--- config.mk ---
export PLATFORM = sky130hd
export DESIGN_NAME = packet_frame_receiver
export DESIGN_NICKNAME = d
export VERILOG_FILES = /design/src/rtl/core/pfr_pkg.sv /design/src/rtl/core/pfr_ram.sv /design/src/rtl/core/pfr_frame.sv /design/src/rtl/core/packet_frame_receiver.sv
export VERILOG_INCLUDE_DIRS = /design/src /design/src/rtl/core
export SDC_FILE = /design/constraint.sdc
export NUM_CORES = 2
export LEC_CHECK = 0
export BUFFER_PORTS_ARGS = -buffer_cell sky130_fd_sc_hd__buf_2
export CAP_MARGIN = 15
export CORE_MARGIN = 4
export CORE_UTILIZATION = 45
export DETAILED_ROUTE_END_ITERATION = 10
export GPL_TIMING_DRIVEN = 0
export PLACE_DENSITY_LB_ADDON = 0.15
export SYNTH_ARGS = -nofsm -noshare
export SYNTH_HDL_FRONTEND = slang
export SYNTH_SLANG_ARGS = --single-unit
export TNS_END_PERCENT = 20
--- constraint.sdc ---
create_clock -name clk -period 22.4 [get_ports clk]
set_clock_uncertainty 0.05 [all_clocks]
set_input_delay 4.48 -clock clk [delete_from_list [all_inputs] [get_ports clk]]
set_output_delay 4.48 -clock clk [all_outputs]
set_load 0.02 [all_outputs]
--- src/rtl/core/assert_macros.svh ---
// ----------------------------------------------------------------------------
// assert_macros
// concurrent assertion shorthands, sampled on clk, off while arst_n is low
// ----------------------------------------------------------------------------
`ifndef ASSERT_MACROS_SVH
`define ASSERT_MACROS_SVH

// same-cycle implication
`define ASSERT_IMP(lbl, ante, cons) \
	lbl: assert property (@(posedge clk) disable iff (!arst_n) (ante) |-> (cons)) \
		else $error("assertion failed");

// next-cycle implication
`define ASSERT_NXT(lbl, ante, cons) \
	lbl: assert property (@(posedge clk) disable iff (!arst_n) (ante) |=> (cons)) \
		else $error("assertion failed");

`endif

--- src/rtl/core/pfr_pkg.sv ---
// ----------------------------------------------------------------------------
// pfr_pkg
// shared types and constants of the packet frame receiver
// ----------------------------------------------------------------------------
`default_nettype none

package pfr_pkg;

	localparam int DEST_POS      = 0;
	localparam int LEN_POS       = 1;
	localparam int DEST_CHECK_AT = 2;
	localparam int BANK_SIZE     = 256;
	localparam int BANK_AW       = 8;
	localparam int PAYLOAD_DEPTH = 2 * BANK_SIZE;
	localparam int SKIP_W        = 9;
	localparam int RIDX_W        = 9;
	localparam int POSF_W        = 3;
	localparam int CFG_IW        = 3;

	localparam logic [CFG_IW-1:0] REG_OWN_ADDR    = 3'd0;
	localparam logic [CFG_IW-1:0] REG_BCAST_ADDR  = 3'd1;
	localparam logic [CFG_IW-1:0] REG_CHECK_CODE  = 3'd2;
	localparam logic [CFG_IW-1:0] REG_STATUS_POS  = 3'd3;
	localparam logic [CFG_IW-1:0] REG_SOURCE_POS  = 3'd4;

	typedef enum logic [1:0] {
		A_BYTE    = 2'd0,
		A_RELEASE = 2'd1,
		A_READ    = 2'd2
	} action_t;

	typedef enum logic [2:0] {
		V_NONE    = 3'd0,
		V_HELD    = 3'd1,
		V_CHECK   = 3'd2,
		V_FULL    = 3'd3,
		V_INVALID = 3'd4
	} verdict_t;

	typedef struct packed {
		logic [7:0]        own_addr;
		logic [7:0]        bcast_addr;
		logic [7:0]        check_code;
		logic [POSF_W-1:0] status_pos;
		logic [POSF_W-1:0] source_pos;
	} cfg_t;

	typedef struct packed {
		verdict_t          verdict;
		logic [SKIP_W-1:0] skip_count;
		logic [7:0]        source_address;
		logic              held_valid;
		logic [7:0]        read_byte;
		logic              read_empty;
	} res_t;

endpackage

`default_nettype wire

--- src/rtl/core/pfr_ram.sv ---
// ----------------------------------------------------------------------------
// pfr_ram
// generic single-write, single-read ram with registered read data
// ----------------------------------------------------------------------------
`default_nettype none

module pfr_ram #(
	parameter int WIDTH = 8,
	parameter int DEPTH = 512
) (
	input  wire logic                     clk,
	input  wire logic                     we,
	input  wire logic [$clog2(DEPTH)-1:0] waddr,
	input  wire logic [WIDTH-1:0]         wdata,
	input  wire logic                     re,
	input  wire logic [$clog2(DEPTH)-1:0] raddr,
	output      logic [WIDTH-1:0]         rdata
);

	logic [WIDTH-1:0] mem_q [DEPTH];

	always_ff @(posedge clk) begin
		if (we) begin
			mem_q[waddr] <= wdata;
		end
		if (re) begin
			rdata <= mem_q[raddr];
		end
	end

endmodule

`default_nettype wire

--- src/rtl/core/pfr_frame.sv ---
// ----------------------------------------------------------------------------
// pfr_frame
// frame parser, held slot and banked payload store; while take is high, one word per cycle
// ----------------------------------------------------------------------------
`default_nettype none

module pfr_frame import pfr_pkg::*; #(
	parameter int HEADER_BYTES = 7
) (
	input  wire logic              clk,
	input  wire logic              arst_n,
	input  wire cfg_t              cfg,
	input  wire logic              take,
	input  wire action_t           action,
	input  wire logic [7:0]        data_byte,
	input  wire logic              line_error,
	input  wire logic [RIDX_W-1:0] read_index,
	output      res_t              res
);

	localparam int POS_W = $clog2(HEADER_BYTES + BANK_SIZE);
	localparam int RAM_AW = $clog2(PAYLOAD_DEPTH);

	logic [POS_W-1:0] pos_q, pos_n;
	logic [7:0]       hdr_q [HEADER_BYTES];
	logic [7:0]       hdr_n [HEADER_BYTES];
	logic [7:0]       held_hdr_q [HEADER_BYTES];
	logic [7:0]       xor_q, xor_n;
	logic             held_q, held_n;
	logic             bank_q, bank_n;
	logic             copy;

	logic              bad;
	logic [7:0]        len;
	logic [7:0]        status_b;
	logic [7:0]        source_b;
	logic [POS_W-1:0]  pay_off;
	logic [RIDX_W-1:0] ridx_off;
	logic              ram_we, ram_re;
	logic [7:0]        ram_rdata;

	verdict_t          verdict;
	logic [SKIP_W-1:0] skip;
	logic [7:0]        src;
	logic [7:0]        hdr_rd;
	logic              rd_ram;
	logic              rempty;

	verdict_t          verdict_s1;
	logic [SKIP_W-1:0] skip_s1;
	logic [7:0]        src_s1;
	logic              held_s1;
	logic [7:0]        hdr_rd_s1;
	logic              rd_ram_s1;
	logic              rempty_s1;

	assign pay_off  = pos_q - POS_W'(HEADER_BYTES);
	assign ridx_off = read_index - RIDX_W'(HEADER_BYTES);

	always_comb begin
		hdr_n    = hdr_q;
		xor_n    = xor_q;
		pos_n    = pos_q;
		held_n   = held_q;
		bank_n   = bank_q;
		copy     = 1'b0;
		bad      = 1'b0;
		ram_we   = 1'b0;
		ram_re   = 1'b0;
		verdict  = V_NONE;
		skip     = '0;
		src      = '0;
		hdr_rd   = '0;
		rd_ram   = 1'b0;
		rempty   = 1'b0;
		status_b = '0;
		source_b = '0;
		len      = hdr_q[LEN_POS];
		unique case (action)
			A_BYTE: begin
				bad = line_error;
				if (!line_error) begin
					if (pos_q < POS_W'(HEADER_BYTES)) begin
						for (int i = 0; i < HEADER_BYTES; i++) begin
							if (int'(pos_q) == i) begin
								hdr_n[i] = data_byte;
							end
						end
						xor_n = (pos_q == '0) ? data_byte : (xor_q ^ data_byte);
						pos_n = pos_q + POS_W'(1);
						if (pos_n == POS_W'(DEST_CHECK_AT)) begin
							if (hdr_q[DEST_POS] != cfg.own_addr &&
									hdr_q[DEST_POS] != cfg.bcast_addr) begin
								bad = 1'b1;
							end
						end else if (pos_n == POS_W'(HEADER_BYTES)) begin
							if (xor_n != 8'd0) begin
								bad = 1'b1;
							end
						end
					end else if (pay_off < POS_W'(hdr_q[LEN_POS])) begin
						ram_we = 1'b1;
						pos_n  = pos_q + POS_W'(1);
					end
				end
				len = hdr_n[LEN_POS];
				for (int i = 0; i < HEADER_BYTES; i++) begin
					if (int'(cfg.status_pos) == i) begin
						status_b = hdr_n[i];
					end
					if (int'(cfg.source_pos) == i) begin
						source_b = hdr_n[i];
					end
				end
				if (bad) begin
					verdict = V_INVALID;
					skip    = SKIP_W'(POS_W'(HEADER_BYTES) + POS_W'(len) - pos_n);
					pos_n   = '0;
				end else if (pos_n == POS_W'(HEADER_BYTES) + POS_W'(len)) begin
					src   = source_b;
					pos_n = '0;
					if (status_b == cfg.check_code) begin
						verdict = V_CHECK;
					end else if (!held_q) begin
						verdict = V_HELD;
						copy    = 1'b1;
						bank_n  = ~bank_q;
						held_n  = 1'b1;
					end else begin
						verdict = V_FULL;
					end
				end
			end
			A_RELEASE: begin
				held_n = 1'b0;
			end
			A_READ: begin
				if (!held_q) begin
					rempty = 1'b1;
				end else if (read_index < RIDX_W'(HEADER_BYTES)) begin
					for (int i = 0; i < HEADER_BYTES; i++) begin
						if (int'(read_index) == i) begin
							hdr_rd = held_hdr_q[i];
						end
					end
				end else if (ridx_off < RIDX_W'(held_hdr_q[LEN_POS])) begin
					rd_ram = 1'b1;
					ram_re = 1'b1;
				end
			end
			default: ;
		endcase
	end

	always_ff @(posedge clk or negedge arst_n) begin
		if (!arst_n) begin
			pos_q  <= '0;
			xor_q  <= '0;
			held_q <= 1'b0;
			bank_q <= 1'b0;
			for (int i = 0; i < HEADER_BYTES; i++) begin
				hdr_q[i] <= '0;
			end
		end else if (take) begin
			pos_q  <= pos_n;
			xor_q  <= xor_n;
			held_q <= held_n;
			bank_q <= bank_n;
			hdr_q  <= hdr_n;
		end
	end

	// held header copy and stage 1 result, no reset needed
	always_ff @(posedge clk) begin
		if (take) begin
			if (copy) begin
				held_hdr_q <= hdr_n;
			end
			verdict_s1 <= verdict;
			skip_s1    <= skip;
			src_s1     <= src;
			held_s1    <= held_n;
			hdr_rd_s1  <= hdr_rd;
			rd_ram_s1  <= rd_ram;
			rempty_s1  <= rempty;
		end
	end

	// receive bank and held bank never coincide, so no forwarding
	pfr_ram #(
		.WIDTH (8),
		.DEPTH (PAYLOAD_DEPTH)
	) u_payload (
		.clk   (clk),
		.we    (take && ram_we),
		.waddr (RAM_AW'({bank_q, pay_off[BANK_AW-1:0]})),
		.wdata (data_byte),
		.re    (take && ram_re),
		.raddr (RAM_AW'({~bank_q, ridx_off[BANK_AW-1:0]})),
		.rdata (ram_rdata)
	);

	always_comb begin
		res.verdict        = verdict_s1;
		res.skip_count     = skip_s1;
		res.source_address = src_s1;
		res.held_valid     = held_s1;
		res.read_byte      = rd_ram_s1 ? ram_rdata : hdr_rd_s1;
		res.read_empty     = rempty_s1;
	end

endmodule

`default_nettype wire

--- src/rtl/core/packet_frame_receiver.sv ---
// ----------------------------------------------------------------------------
// packet_frame_receiver
// byte-wise packet receiver with address and header checks and a held slot
//
//   channel  dir  handshake          payload
//   s_*      in   s_tvalid/s_tready  s_tdata, s_tuser (action)
//   m_*      out  m_tvalid/m_tready  m_tdata, m_tuser (verdict)
//   cfg_*    in   cfg_we             cfg_index, cfg_wdata
//
// one word per cycle while s_tready is high; m_tvalid rises once the result has
// passed the stage 1 registers and then the output register; m_tready can stall it between
// two stages: registered payload ram read, then the output register
// arst_n clears parse state, held flag, bank select and valid flags, and loads config defaults
// a stalled output holds one result and admits one more word
// ----------------------------------------------------------------------------
`default_nettype none
`include "assert_macros.svh"

module packet_frame_receiver import pfr_pkg::*; #(
	parameter int HEADER_BYTES = 7
) (
	input  wire logic              clk,
	input  wire logic              arst_n,
	input  wire logic              s_tvalid,
	output      logic              s_tready,
	input  wire logic [23:0]       s_tdata,   // data_byte, line_error, read_index, zero fill
	input  wire logic [1:0]        s_tuser,   // action
	output      logic              m_tvalid,
	input  wire logic              m_tready,
	output      logic [31:0]       m_tdata,   // skip_count, source_address, held_valid,
	                                          // read_byte, read_empty, zero fill
	output      logic [2:0]        m_tuser,   // verdict
	input  wire logic              cfg_we,
	input  wire logic [CFG_IW-1:0] cfg_index,
	input  wire logic [7:0]        cfg_wdata
);

	cfg_t cfg_q;
	res_t res;
	res_t res_s2;
	logic vld_s1, vld_s2;
	logic adv_s1;
	logic take;

	always_ff @(posedge clk or negedge arst_n) begin
		if (!arst_n) begin
			cfg_q.own_addr   <= 8'd0;
			cfg_q.bcast_addr <= 8'd255;
			cfg_q.check_code <= 8'd0;
			cfg_q.status_pos <= POSF_W'(3);
			cfg_q.source_pos <= POSF_W'(2);
		end else if (cfg_we) begin
			unique case (cfg_index)
				REG_OWN_ADDR:   cfg_q.own_addr   <= cfg_wdata;
				REG_BCAST_ADDR: cfg_q.bcast_addr <= cfg_wdata;
				REG_CHECK_CODE: cfg_q.check_code <= cfg_wdata;
				REG_STATUS_POS: cfg_q.status_pos <= cfg_wdata[POSF_W-1:0];
				REG_SOURCE_POS: cfg_q.source_pos <= cfg_wdata[POSF_W-1:0];
				default: ;
			endcase
		end
	end

	assign adv_s1   = !vld_s2 || m_tready;
	assign s_tready = !vld_s1 || adv_s1;
	assign take     = s_tvalid && s_tready;

	pfr_frame #(
		.HEADER_BYTES (HEADER_BYTES)
	) u_frame (
		.clk        (clk),
		.arst_n     (arst_n),
		.cfg        (cfg_q),
		.take       (take),
		.action     (action_t'(s_tuser)),
		.data_byte  (s_tdata[7:0]),
		.line_error (s_tdata[8]),
		.read_index (s_tdata[17:9]),
		.res        (res)
	);

	always_ff @(posedge clk or negedge arst_n) begin
		if (!arst_n) begin
			vld_s1 <= 1'b0;
			vld_s2 <= 1'b0;
		end else begin
			if (take) begin
				vld_s1 <= 1'b1;
			end else if (adv_s1) begin
				vld_s1 <= 1'b0;
			end
			if (adv_s1) begin
				vld_s2 <= vld_s1;
			end
		end
	end

	always_ff @(posedge clk) begin
		if (adv_s1 && vld_s1) begin
			res_s2 <= res;
		end
	end

	assign m_tvalid = vld_s2;
	assign m_tuser  = res_s2.verdict;
	assign m_tdata  = {5'd0, res_s2.read_empty, res_s2.read_byte, res_s2.held_valid,
		res_s2.source_address, res_s2.skip_count};

	`ASSERT_IMP(a_stall_blocks_in, vld_s1 && vld_s2 && !m_tready, !s_tready)
	`ASSERT_NXT(a_take_fills_s1, take, vld_s1)
	`ASSERT_IMP(a_held_sets_flag, vld_s2 && res_s2.verdict == V_HELD, res_s2.held_valid)
	`ASSERT_IMP(a_empty_reads_zero, vld_s2 && res_s2.read_empty,
		res_s2.read_byte == 8'd0 && !res_s2.held_valid)

endmodule

`default_nettype wire
==> impl_metrics.ini <==
[timing]
slew-limit-headroom_pct = 3.13
setup_viol = 0
tightest_slew_ps = 1450
final-hold-violation-count = 0
rsz0062_at_grt = false
maxSlewViolCount = 0
fin_crit_ps = 13420
max_freq_mhz = 74.5
finalCritPeriodShare_pct = 59.9
holdWs_ps = 366

[global_route]
busiest_layer = met2
overflow = 0
grt_pass1_wl_mm = 769
met1_usage_pct = 38.8
antenna_found_initial = 46
gr-usage-met3_pct = 7.31
use_met2_pct = 43.1
grt_usage_pct = 28.2
grt_pass1_vias = 95300
grt_max_degree = 151

[synth]
synth_top_cell_area_share_pct = 73.4
yosys.area.top_type = edfxtp_1
syn_inst = 9298
synth_area_leaders = edfxtp_1 (73%), mux4_2 (14%), nand2_1 (2.7%)
ys.flop_type = edfxtp_1
synth.distinct_cells = 84
synth_edf_count = 4221
synthesis.area_um2 = 173000
async_flop_share_pct = 2.47
ys_warn_count = 0
syn_avg_cell_area_um2 = 18.6
ys_seq_area_share_pct = 74.9
ys_ff_latch = 4328

[place]
port-buffer-count = 66
gp_congestion = 0.941
detailed_place_hpwl_mm = 389
dpl_cell_area_um2 = 182000

[finish]
final_common_cell = edfxtp_1
syn_to_final_growth_pct = 13.6
drive_gt1_share_pct = 20.6
final_cell_mix = edfxtp_1 (4221), nand2_1 (1238), mux4_2 (1040), nor2_1 (622), clkbuf_1 (477)
fin_util_pct = 51.4
layout.nets = 10000
final_area_um2 = 196000

[worst_setup_path]
critPathArrivalTime_ps = 14160
r2r-start = u_frame.pos_q[0]
reg2reg_slack_ps = 13900
path_max_fanout = 10
r2r_end = u_frame.u_payload.mem_q[309][7]
r2r_cells = 17
worst_ep_required_time_ps = 23140
crit_type = input port to register
worstSetupEndpointType = register
start_kind = input port

[outcome]
status = finished, final reports clean

[detailed_routing]
ant_nets = 0
wl_per_cell_um = 36.3
vias = 96500
drc = 0
vias_per_cell = 6.27
routed_wl_mm = 558
first_pass_iters = 10
initialDrtViolationCount = 13200

[clock_tree]
post_cts_buffers = 0
hold_buffers = 0
clockBufferDepth = 4
path_clk_slew_ps = 60
htree_levels = 5
cts.sinks = 4328
cts_tree = done
worstSkewPairLatency_ps = 980
cts_root_buf = clkbuf_16
cts.repair.resized = 0
cts_made_buffers = 445

[power]
p_per_area_nw_per_um2 = 92.3
irDropWorstVdd_mv = 0.0727
p_leak_nw = 62.2

[die]
die_w_um = 628
row_count = 227
die-area_um2 = 394000
die_y_um = 628
start_util_pct = 45.2
ioPinCount = 79
core_area_um2 = 382000

[worst_hold_path]
holdPathEnd = m_tdata[6]
hold-path-cell-count = 0
worstHoldStart = u_frame.skip_s1[6]
min_path_type = register to register

[flow_run]
drv_cap = 0
how the worst max path moves through the flow:
stage / startpoint / cells past startpoint / to
2_1_floorplan: s_tdata[8] / 15 / u_frame.held_hdr_q[0]
4_1_cts: s_tdata[9] / 18 / u_frame.u_payload.rdata[2]
3_3_place_gp: s_tdata[0] / 15 / u_frame.held_hdr_q[43]
3_5_place_dp: s_tdata[9] / 18 / u_frame.u_payload.rdata[2]
6_report: s_tdata[9] / 18 / u_frame.u_payload.rdata[2]
5_1_grt: s_tdata[9] / 18 / u_frame.u_payload.rdata[7]
Yosys cell counts (9+ instances only):
master and count:
a311oi_1 198, nand2_1 1240, o21ai_0 55, dfstp_2 11, and2_1 22, buf_1 118
xnor2_1 42, a221oi_1 12, nor2b_1 9, mux2i_1 37, clkbuf_1 430, a21oi_1 104
a21o_1 10, mux2_2 137, edfxtp_1 4221, nor2_1 623, xor2_1 17, dfrtp_1 96
nor3_1 30, and3_1 130, inv_1 46, nand4_1 22, nand2b_1 9, a31oi_1 66
o22ai_1 24, mux4_2 1040, nand3_1 278, buf_2 46, ha_1 32, a211oi_1 22
critical path: stages:
cell and delay (ps):
buf_2 180, buf_2 490, clkbuf_1 960, buf_1 440, buf_2 430, inv_1 150
ha_1 420, clkbuf_1 830, clkbuf_1 820, clkbuf_1 860, buf_1 900, mux4_2 370
nand2_1 60, a311oi_1 460, a31oi_1 220, a21oi_1 1210, mux4_2 450, mux2_2 290
where the power goes:
group          leakage [nW]  internal (mW)  total, mW  switching [mW]
logic                  15.9          0.569       1.88            1.31
registers              39.4           8.93       8.97          0.0422
clock network          6.91           4.12       7.27            3.15
total                  62.2           13.6       18.1            4.51
stage by stage:
stage          power, mW  instances  setup TNS [ps]  worst slack, ps
2_1_floorplan       10.0       9302               0             9030
3_3_place_gp        11.0      14400          -56630            -1020
3_5_place_dp        11.0      14500               0             7830
4_1_cts             18.2      15300               0             8860
5_1_grt             18.6      15400               0             9000
6_report            18.1      15400               0             8980
kinds of logic (layout without fill, tap and decap cells):
family / count (synthesis) / after routing / synth area share, %
flops: 4328 / 4328 / 74.9
simple gates: 2424 / 2424 / 5.92
mux: 1215 / 1215 / 14.7
buf+inv: 650 / 1672 / 1.46
compound gates: 586 / 586 / 2.47
xor+xnor: 61 / 61 / 0.318
fa+ha+maj: 33 / 33 / 0.243
other cells: 1 / 25 / 0.00217
area by class of cell:
class / count / area, um^2
Antenna cell: 20 / 50.0
Buffer: 601 / 2400
Fill cell: 31000 / 186000
Inverter: 49 / 184
Multi-Input combinational cell: 4324 / 40900
Clock buffer: 543 / 11700
Tap cell: 5038 / 6300
Timing Repair Buffer: 202 / 2930
Sequential cell: 4328 / 129000
Clock inverter: 277 / 2430
flip-flops by register name (all words and copies together), names as in the netlist, 3 cells and up:
signal,count
u_frame.u_payload.mem_q,4096
u_frame.hdr_q,56
u_frame.held_hdr_q,56
cfg_q,30
m_tdata,27
u_frame.pos_q,9
u_frame.skip_s1,9
u_frame.hdr_rd_s1,8
u_frame.src_s1,8
u_frame.u_payload.rdata,8
u_frame.xor_q,8
m_tuser,3
u_frame.verdict_s1,3
metal layers:
layer  wire, um  part of all wire (%)
met1     218000                    39
met2     255000                    46
met3      57700                    10
met4      26800                   4.8
met5        270                 0.048
Note: power is estimated with default switching activity, not from simulation.
